<file path="src/hdl/hsv_to_rgb_converter_assert.svh">
// assertion macros for the hsv to rgb converter
// used by the top level only, no other dependencies
`ifndef HSV_TO_RGB_CONVERTER_ASSERT_SVH
`define HSV_TO_RGB_CONVERTER_ASSERT_SVH

// same-cycle implication, antecedent may be a sequence
`define H2R_ASSERT_IMPL(label, clk, rst_n, ante, cons, msg) \
  label: assert property (@(posedge clk) disable iff (!(rst_n)) (ante) |-> (cons)) \
    else $error(msg);

// next-cycle implication
`define H2R_ASSERT_NEXT(label, clk, rst_n, ante, cons, msg) \
  label: assert property (@(posedge clk) disable iff (!(rst_n)) (ante) |=> (cons)) \
    else $error(msg);

`endif

</file>
<file path="src/hdl/h2r_pkg.sv">
// shared types, constants and helpers for the hsv to rgb pipeline
// no dependencies
`default_nettype none

package h2r_pkg;

  // full-scale denominator of the q and t levels: 255 * 65536
  localparam logic [23:0] LEVEL_DEN = 24'hFF_0000;
  localparam logic [7:0]  FULL_LEVEL = 8'd255;
  localparam logic [16:0] FRAC_ONE   = 17'h1_0000;

  // hue sectors
  localparam logic [2:0] SEC_RED_YEL   = 3'd0;
  localparam logic [2:0] SEC_YEL_GRN   = 3'd1;
  localparam logic [2:0] SEC_GRN_CYN   = 3'd2;
  localparam logic [2:0] SEC_CYN_BLU   = 3'd3;
  localparam logic [2:0] SEC_BLU_MAG   = 3'd4;
  localparam logic [2:0] SEC_MAG_RED   = 3'd5;

  // after hue scaling
  typedef struct packed {
    logic [2:0]  sector;
    logic [15:0] frac;
    logic [7:0]  sat;
    logic [7:0]  val;
    logic [15:0] p_prod;
  } h2r_prep_t;

  // levels before the final divide by 255
  typedef struct packed {
    logic [2:0]  sector;
    logic [7:0]  val;
    logic [15:0] p_prod;
    logic [15:0] q_prod;
    logic [15:0] t_prod;
  } h2r_level_t;

  // floor(m / 255) for m up to 255*255
  function automatic logic [7:0] div255(input logic [15:0] m);
    logic [16:0] sum;
    sum = {1'b0, m} + {9'd0, m[15:8]} + 17'd1;
    return sum[15:8];
  endfunction

endpackage

`default_nettype wire

</file>
<file path="src/hdl/h2r_prep.sv">
// first stage: hue times six, sector split and grey level product
// depends on h2r_pkg
`default_nettype none

module h2r_prep (
  input  logic              clk_i,
  input  logic              rst_ni,
  input  logic              in_valid_i,
  output logic              in_ready_o,
  input  logic [15:0]       hue_i,
  input  logic [7:0]        saturation_i,
  input  logic [7:0]        brightness_i,
  output logic              out_valid_o,
  input  logic              out_ready_i,
  output h2r_pkg::h2r_prep_t out_o
);
  import h2r_pkg::*;

  logic        valid_q;
  h2r_prep_t   beat_q, beat_d;
  logic [18:0] x;
  logic [7:0]  sat_inv;

  assign in_ready_o  = !valid_q || out_ready_i;
  assign out_valid_o = valid_q;
  assign out_o       = beat_q;

  always_comb begin
    x              = {1'b0, hue_i, 2'b00} + {2'b00, hue_i, 1'b0};
    sat_inv        = FULL_LEVEL - saturation_i;
    beat_d.sector  = x[18:16];
    beat_d.frac    = x[15:0];
    beat_d.sat     = saturation_i;
    beat_d.val     = brightness_i;
    beat_d.p_prod  = brightness_i * sat_inv;
  end

  always_ff @(posedge clk_i or negedge rst_ni) begin
    if (!rst_ni) begin
      valid_q <= 1'b0;
    end else if (in_ready_o) begin
      valid_q <= in_valid_i;
    end
  end

  always_ff @(posedge clk_i) begin
    if (in_ready_o && in_valid_i) begin
      beat_q <= beat_d;
    end
  end

endmodule

`default_nettype wire

</file>
<file path="src/hdl/h2r_level.sv">
// second and third stages: saturation products, then value products for q and t
// depends on h2r_pkg
`default_nettype none

module h2r_level (
  input  logic               clk_i,
  input  logic               rst_ni,
  input  logic               in_valid_i,
  output logic               in_ready_o,
  input  h2r_pkg::h2r_prep_t in_i,
  output logic               out_valid_o,
  input  logic               out_ready_i,
  output h2r_pkg::h2r_level_t out_o
);
  import h2r_pkg::*;

  typedef struct packed {
    logic [2:0]  sector;
    logic [7:0]  val;
    logic [15:0] p_prod;
    logic [23:0] sf;
    logic [23:0] sg;
  } h2r_sat_t;

  logic        v2_q, v3_q;
  logic        rdy3;
  h2r_sat_t    s2_q, s2_d;
  h2r_level_t  s3_q, s3_d;
  logic [16:0] g;
  logic [24:0] sg_full;
  logic [23:0] aq, at;
  logic [31:0] nq, nt;

  assign rdy3        = !v3_q || out_ready_i;
  assign in_ready_o  = !v2_q || rdy3;
  assign out_valid_o = v3_q;
  assign out_o       = s3_q;

  // stage two: s*f and s*(1-f)
  always_comb begin
    g           = FRAC_ONE - {1'b0, in_i.frac};
    sg_full     = in_i.sat * g;
    s2_d.sector = in_i.sector;
    s2_d.val    = in_i.val;
    s2_d.p_prod = in_i.p_prod;
    s2_d.sf     = in_i.sat * in_i.frac;
    s2_d.sg     = sg_full[23:0];
  end

  // stage three: v*(den - s*f) and v*(den - s*(1-f)), keep floor of /65536
  always_comb begin
    aq          = LEVEL_DEN - s2_q.sf;
    at          = LEVEL_DEN - s2_q.sg;
    nq          = s2_q.val * aq;
    nt          = s2_q.val * at;
    s3_d.sector = s2_q.sector;
    s3_d.val    = s2_q.val;
    s3_d.p_prod = s2_q.p_prod;
    s3_d.q_prod = nq[31:16];
    s3_d.t_prod = nt[31:16];
  end

  always_ff @(posedge clk_i or negedge rst_ni) begin
    if (!rst_ni) begin
      v2_q <= 1'b0;
      v3_q <= 1'b0;
    end else begin
      if (in_ready_o) begin
        v2_q <= in_valid_i;
      end
      if (rdy3) begin
        v3_q <= v2_q;
      end
    end
  end

  always_ff @(posedge clk_i) begin
    if (in_ready_o && in_valid_i) begin
      s2_q <= s2_d;
    end
    if (rdy3 && v2_q) begin
      s3_q <= s3_d;
    end
  end

endmodule

`default_nettype wire

</file>
<file path="src/hdl/h2r_swap.sv">
// last stage: divide levels by 255 and route them to r, g and b by sector
// depends on h2r_pkg
`default_nettype none

module h2r_swap (
  input  logic                clk_i,
  input  logic                rst_ni,
  input  logic                in_valid_i,
  output logic                in_ready_o,
  input  h2r_pkg::h2r_level_t in_i,
  output logic                out_valid_o,
  input  logic                out_ready_i,
  output logic [7:0]          red_o,
  output logic [7:0]          green_o,
  output logic [7:0]          blue_o
);
  import h2r_pkg::*;

  logic       valid_q;
  logic [7:0] red_q, green_q, blue_q;
  logic [7:0] red_d, green_d, blue_d;
  logic [7:0] p, q, t, v;

  assign in_ready_o  = !valid_q || out_ready_i;
  assign out_valid_o = valid_q;
  assign red_o       = red_q;
  assign green_o     = green_q;
  assign blue_o      = blue_q;

  always_comb begin
    v = in_i.val;
    p = div255(in_i.p_prod);
    q = div255(in_i.q_prod);
    t = div255(in_i.t_prod);
    unique case (in_i.sector)
      SEC_RED_YEL: begin red_d = v; green_d = t; blue_d = p; end
      SEC_YEL_GRN: begin red_d = q; green_d = v; blue_d = p; end
      SEC_GRN_CYN: begin red_d = p; green_d = v; blue_d = t; end
      SEC_CYN_BLU: begin red_d = p; green_d = q; blue_d = v; end
      SEC_BLU_MAG: begin red_d = t; green_d = p; blue_d = v; end
      default:     begin red_d = v; green_d = p; blue_d = q; end
    endcase
  end

  always_ff @(posedge clk_i or negedge rst_ni) begin
    if (!rst_ni) begin
      valid_q <= 1'b0;
    end else if (in_ready_o) begin
      valid_q <= in_valid_i;
    end
  end

  always_ff @(posedge clk_i) begin
    if (in_ready_o && in_valid_i) begin
      red_q   <= red_d;
      green_q <= green_d;
      blue_q  <= blue_d;
    end
  end

endmodule

`default_nettype wire

</file>
<file path="src/hdl/hsv_to_rgb_converter.sv">
// hsv to rgb converter top level, four register stages
// an accepted input beat passes the prep, the two level and the swap registers to the output
// throughput: one pixel per cycle while the output is not stalled, set by the four-stage pipeline with no loops
// reset clears only the stage valid bits, data registers keep whatever they hold
// depends on h2r_pkg, h2r_prep, h2r_level, h2r_swap and hsv_to_rgb_converter_assert.svh
`default_nettype none
`include "hsv_to_rgb_converter_assert.svh"

module hsv_to_rgb_converter (
  input  logic        clk_i,
  input  logic        rst_ni,
  // input beats
  input  logic        in_valid_i,
  output logic        in_stall_o,
  input  logic [15:0] hue_i,
  input  logic [7:0]  saturation_i,
  input  logic [7:0]  brightness_i,
  // result beats
  output logic        out_valid_o,
  input  logic        out_stall_i,
  output logic [7:0]  red_o,
  output logic [7:0]  green_o,
  output logic [7:0]  blue_o
);
  import h2r_pkg::*;

  // handshake between stages: each stage holds its beat until the next can take it
  logic       prep_ready, prep_valid;
  logic       level_ready, level_valid;
  logic       swap_ready;
  h2r_prep_t  prep_beat;
  h2r_level_t level_beat;

  assign in_stall_o = !prep_ready;

  // stage one: sector, fraction and the grey product v*(255-s)
  h2r_prep u_prep (
    .clk_i        (clk_i),
    .rst_ni       (rst_ni),
    .in_valid_i   (in_valid_i),
    .in_ready_o   (prep_ready),
    .hue_i        (hue_i),
    .saturation_i (saturation_i),
    .brightness_i (brightness_i),
    .out_valid_o  (prep_valid),
    .out_ready_i  (level_ready),
    .out_o        (prep_beat)
  );

  // stages two and three: saturation products, then brightness products for q and t
  h2r_level u_level (
    .clk_i       (clk_i),
    .rst_ni      (rst_ni),
    .in_valid_i  (prep_valid),
    .in_ready_o  (level_ready),
    .in_i        (prep_beat),
    .out_valid_o (level_valid),
    .out_ready_i (swap_ready),
    .out_o       (level_beat)
  );

  // stage four: exact divide by 255 and the six-sector channel swap,
  // its registers are the output registers
  h2r_swap u_swap (
    .clk_i       (clk_i),
    .rst_ni      (rst_ni),
    .in_valid_i  (level_valid),
    .in_ready_o  (swap_ready),
    .in_i        (level_beat),
    .out_valid_o (out_valid_o),
    .out_ready_i (!out_stall_i),
    .red_o       (red_o),
    .green_o     (green_o),
    .blue_o      (blue_o)
  );

  // input only stalls once every stage holds a beat
  `H2R_ASSERT_IMPL(a_stall_only_full, clk_i, rst_ni, in_stall_o, prep_valid && level_valid && out_valid_o, "input stalled with a free stage")
  // a full pipeline behind a stalled output must push back
  `H2R_ASSERT_IMPL(a_full_pushes_back, clk_i, rst_ni, out_valid_o && out_stall_i && prep_valid && level_valid && !level_ready, in_stall_o, "full pipeline accepted a beat")
  // with the output free, an accepted beat passes the prep, both level and the swap registers to the output
  `H2R_ASSERT_NEXT(a_latency, clk_i, rst_ni, (in_valid_i && !in_stall_o && !out_stall_i) ##1 !out_stall_i ##1 !out_stall_i ##1 !out_stall_i, out_valid_o, "result missing after pipeline latency")

endmodule

`default_nettype wire
</file>
<file path="config.mk">
export PLATFORM = sky130hd
export DESIGN_NAME = hsv_to_rgb_converter
export DESIGN_NICKNAME = d
export VERILOG_FILES = /design/src/hdl/h2r_pkg.sv /design/src/hdl/h2r_prep.sv /design/src/hdl/h2r_level.sv /design/src/hdl/h2r_swap.sv /design/src/hdl/hsv_to_rgb_converter.sv
export VERILOG_INCLUDE_DIRS = /design/src /design/src/hdl
export SDC_FILE = /design/constraint.sdc
export NUM_CORES = 2
export LEC_CHECK = 0
export BUFFER_PORTS_ARGS = -buffer_cell sky130_fd_sc_hd__buf_2
export CAP_MARGIN = 40
export CORE_ASPECT_RATIO = 0.6
export CORE_MARGIN = 2
export CORE_UTILIZATION = 30
export DETAILED_ROUTE_END_ITERATION = 10
export PLACE_DENSITY = 0.44
export SETUP_SLACK_MARGIN = 0.02
export SYNTH_ARGS = -nofsm -noshare
export SYNTH_HDL_FRONTEND = slang
export SYNTH_SLANG_ARGS = --single-unit
</file>
<file path="constraint.sdc">
create_clock -name clk_i -period 9.1 [get_ports clk_i]
set_input_delay 1.365 -clock clk_i [delete_from_list [all_inputs] [get_ports clk_i]]
set_output_delay 1.365 -clock clk_i [all_outputs]
set_load 0.02 [all_outputs]
</file>
==> qor.txt <==
Outcome - finished, final reports clean
Clk_lat worst skew - 590 ps
Slew margin rel. - 32.0%
All-layer global routing usage - 14.7%
Max Freq - 0.142 GHz
Total negative slack - 0 ps
Met2 usage in global routing - 21.7%
Final wirelength - 71200 µm
Yosys reg bits - 209
Global-route met3 utilization - 2.70%
Global route hottest layer - met1
PortBufs - 61
CP Data Required Time - 9430 ps
Post-CTS Setup Bufs - 0
Unrepaired setup endpoints after global routing - no
Final Cycle Share - 77.6%
Setup CP Type - flip-flop to flip-flop
Vias in the first global route - 22.1k
Top cell type by total area after synthesis - fa_1
Global-route wire length before repair - 119000 µm
Worst slew pin tran - 1010 ps
Mapped cell area - 0.0296 mm²
Initial Utilization - 30.2%
Yosys cell types - 78
Max-cap violations - 0
GRT overflow - 0
Routed len/inst - 16.5 µm
Layout area overhead - 9.09%
Crit path time final - 7060 ps
Slew Limit Fails - 0
TritonCTS clock tree - built
Sink Count - 209
Die width - 409 µm
Post-synth top cells - 473 x inv_1, 448 x fa_1, 428 x and2_1
Total I/O pin count - 62
HPWL after detailed placement - 56900 µm
Routed Antenna Nets - 0
Crit Path Max Fanout - 14
Die area - 0.101 mm²
Routability cong. - 0.816
EDFF count, synth - 205
Initial antenna violation count - 0
Post-CTS Hold Buffers - 0
Endpoint type of the worst setup path - flip-flop
Critical path arrival - 7390 ps
Area of the multi-input gates - 0.0212 mm²
GR Layer Usage met1 - 22.5%
CTS root buffer - clkbuf_16
Fin. Hold Viols - 0
Register area - 0.00626 mm²
Initial DRC Count - 1255
PostCTS Resize Cnt - 0
Reg clk slew, reported paths - 70 ps
DRC viols - 0
FFs w/ async S/R, synth - 1.91%
Fin Clk Skew - 30.2 ps
Gate Count Post-Synth - 2953
Synthesized net count - 3695
CTS H-tree lvls - 1
Core ar. - 0.0980 mm²
Via Count - 20.0k
Total CTS buffers - 24
Count leader, synth - inv_1
Syn. warnings - 0
Die height - 247 µm
HP Class - flip-flop to flip-flop
Final nets - 3724
Cell Rows - 89
Largest net degree at the start of global routing - 62
Fill count - 10.2k
Crit start category - flip-flop
Sequential area share after synthesis - 21.1%
Top-area cell type share of the netlist area - 30.3%
Layout cells sized above 1 - 5.67%
Syn avg cell area - 10.0 µm²
Ys flop type - edfxtp_1
Setup Viol. Count Final - 0
Dominant cells by area after synthesis - fa_1 30%, edfxtp_1 21%, ha_1 11%
Drt pass-1 iters - 5
Vias/cell - 4.63
Clk buf depth - 3
per-layer routing:
layer	vias to the layer above	wire length, µm	share of wire, %
li1	9472	-	-
met1	10144	38400	54
met2	352	28300	40
met3	44	3780	5.3
met4	0	676	0.95
met5	-	0	0
logic make-up (layout without fill, tap and decap cells):
| group | Yosys count | count (layout) | synth area share (%) |
|---|---|---|---|
| xor gates and xnor gates | 163 | 163 | 4.85 |
| buffers and inverters | 560 | 606 | 7.11 |
| other | 0 | 2 | 0 |
| muxes | 10 | 10 | 0.360 |
| DFF | 209 | 209 | 21.1 |
| AOI/OAI and AO/OA | 304 | 304 | 6.88 |
| adders and majority gates | 706 | 706 | 41.2 |
| and+or+nand+nor | 1001 | 1001 | 18.4 |
placed cells by master, fill, tap and decap left out, types with 43 or more instances in the layout:
| cell | count |
|---|---|
| inv_1 | 473 |
| fa_1 | 448 |
| and2_1 | 426 |
| ha_1 | 258 |
| nand2_1 | 230 |
| edfxtp_1 | 205 |
| xnor2_1 | 110 |
| nor2_1 | 99 |
| a21oi_1 | 87 |
| nor2b_1 | 68 |
| o21ai_0 | 61 |
| buf_2 | 61 |
| xor2_1 | 52 |
| nand2b_1 | 43 |
worst paths after layout:
check,start,depth (start not counted),slack [ps],to
max,u_level.s2_q[1]$_DFFE_PP_,24,2040,u_level.out_o[31]$_DFFE_PP_
min,u_level.s2_q[53]$_DFFE_PP_,0,420,u_level.out_o[37]$_DFFE_PP_
max reg2reg,u_level.s2_q[1]$_DFFE_PP_,24,2040,u_level.out_o[31]$_DFFE_PP_
min reg2reg,u_level.s2_q[53]$_DFFE_PP_,0,420,u_level.out_o[37]$_DFFE_PP_
max in group asynchronous,rst_ni,1,8420,u_swap.out_valid_o$_DFFE_PN0P_
min in group asynchronous,rst_ni,1,570,u_level.out_valid_o$_DFFE_PN0P_
metrics by stage:
| stage | std cells | area (µm²) | setup WS, ps | utilization (%) | hold WS [ps] |
|---|---|---|---|---|---|
| floorplan | 2953 | 29600 | 2850 | - | 400 |
| global placement | 4268 | 31400 | 2090 | 32.0 | 401 |
| detailed placement | 4275 | 31500 | 2020 | 32.1 | 405 |
| CTS | 4318 | 32300 | 2010 | 32.9 | 414 |
| global route | 4318 | 32300 | 1510 | 32.9 | 413 |
| finish | 4320 | 32300 | 2040 | 32.9 | 416 |
flip-flops by register name (all words and copies together), names as in the netlist:
| signal | cells |
|---|---|
| u_level.s2_q | 72 |
| u_level.out_o | 59 |
| u_prep.out_o | 50 |
| u_swap.blue_o | 8 |
| u_swap.green_o | 8 |
| u_swap.red_o | 8 |
| u_level.out_valid_o | 1 |
| u_level.v2_q | 1 |
| u_prep.out_valid_o | 1 |
| u_swap.out_valid_o | 1 |
area by class of cell:
cell class	instances	area share [%]
Timing Repair Buffer	89	1.68
Antenna cell	2	0.0155
Clock buffer	26	1.88
Inverter	474	5.51
Tap cell	1319	5.11
Clock inverter	17	0.597
Sequential cell	209	19.4
Multi-Input combinational cell	2184	65.8
critical path, cell delays in order, from the launching register on:
cell       delay (ps)
edfxtp_1          700
inv_1             260
ha_1              310
or3b_1            370
nor3_4             70
nand2b_2          130
nor2_1             60
xnor2_1           580
and2_1            250
fa_1              420
fa_1              510
fa_1              490
inv_1              50
fa_1              470
inv_1              40
ha_1              270
a21o_1            200
a221oi_2          330
o2111ai_2         200
a41oi_2           300
nor3_2            100
o211ai_2          230
a41oi_2           170
a21oi_1           210
xnor2_1            90
Power is left out: the tool's default activity adds up to more than one toggle a clock period on the data nets, which glitch-free logic cannot reach.
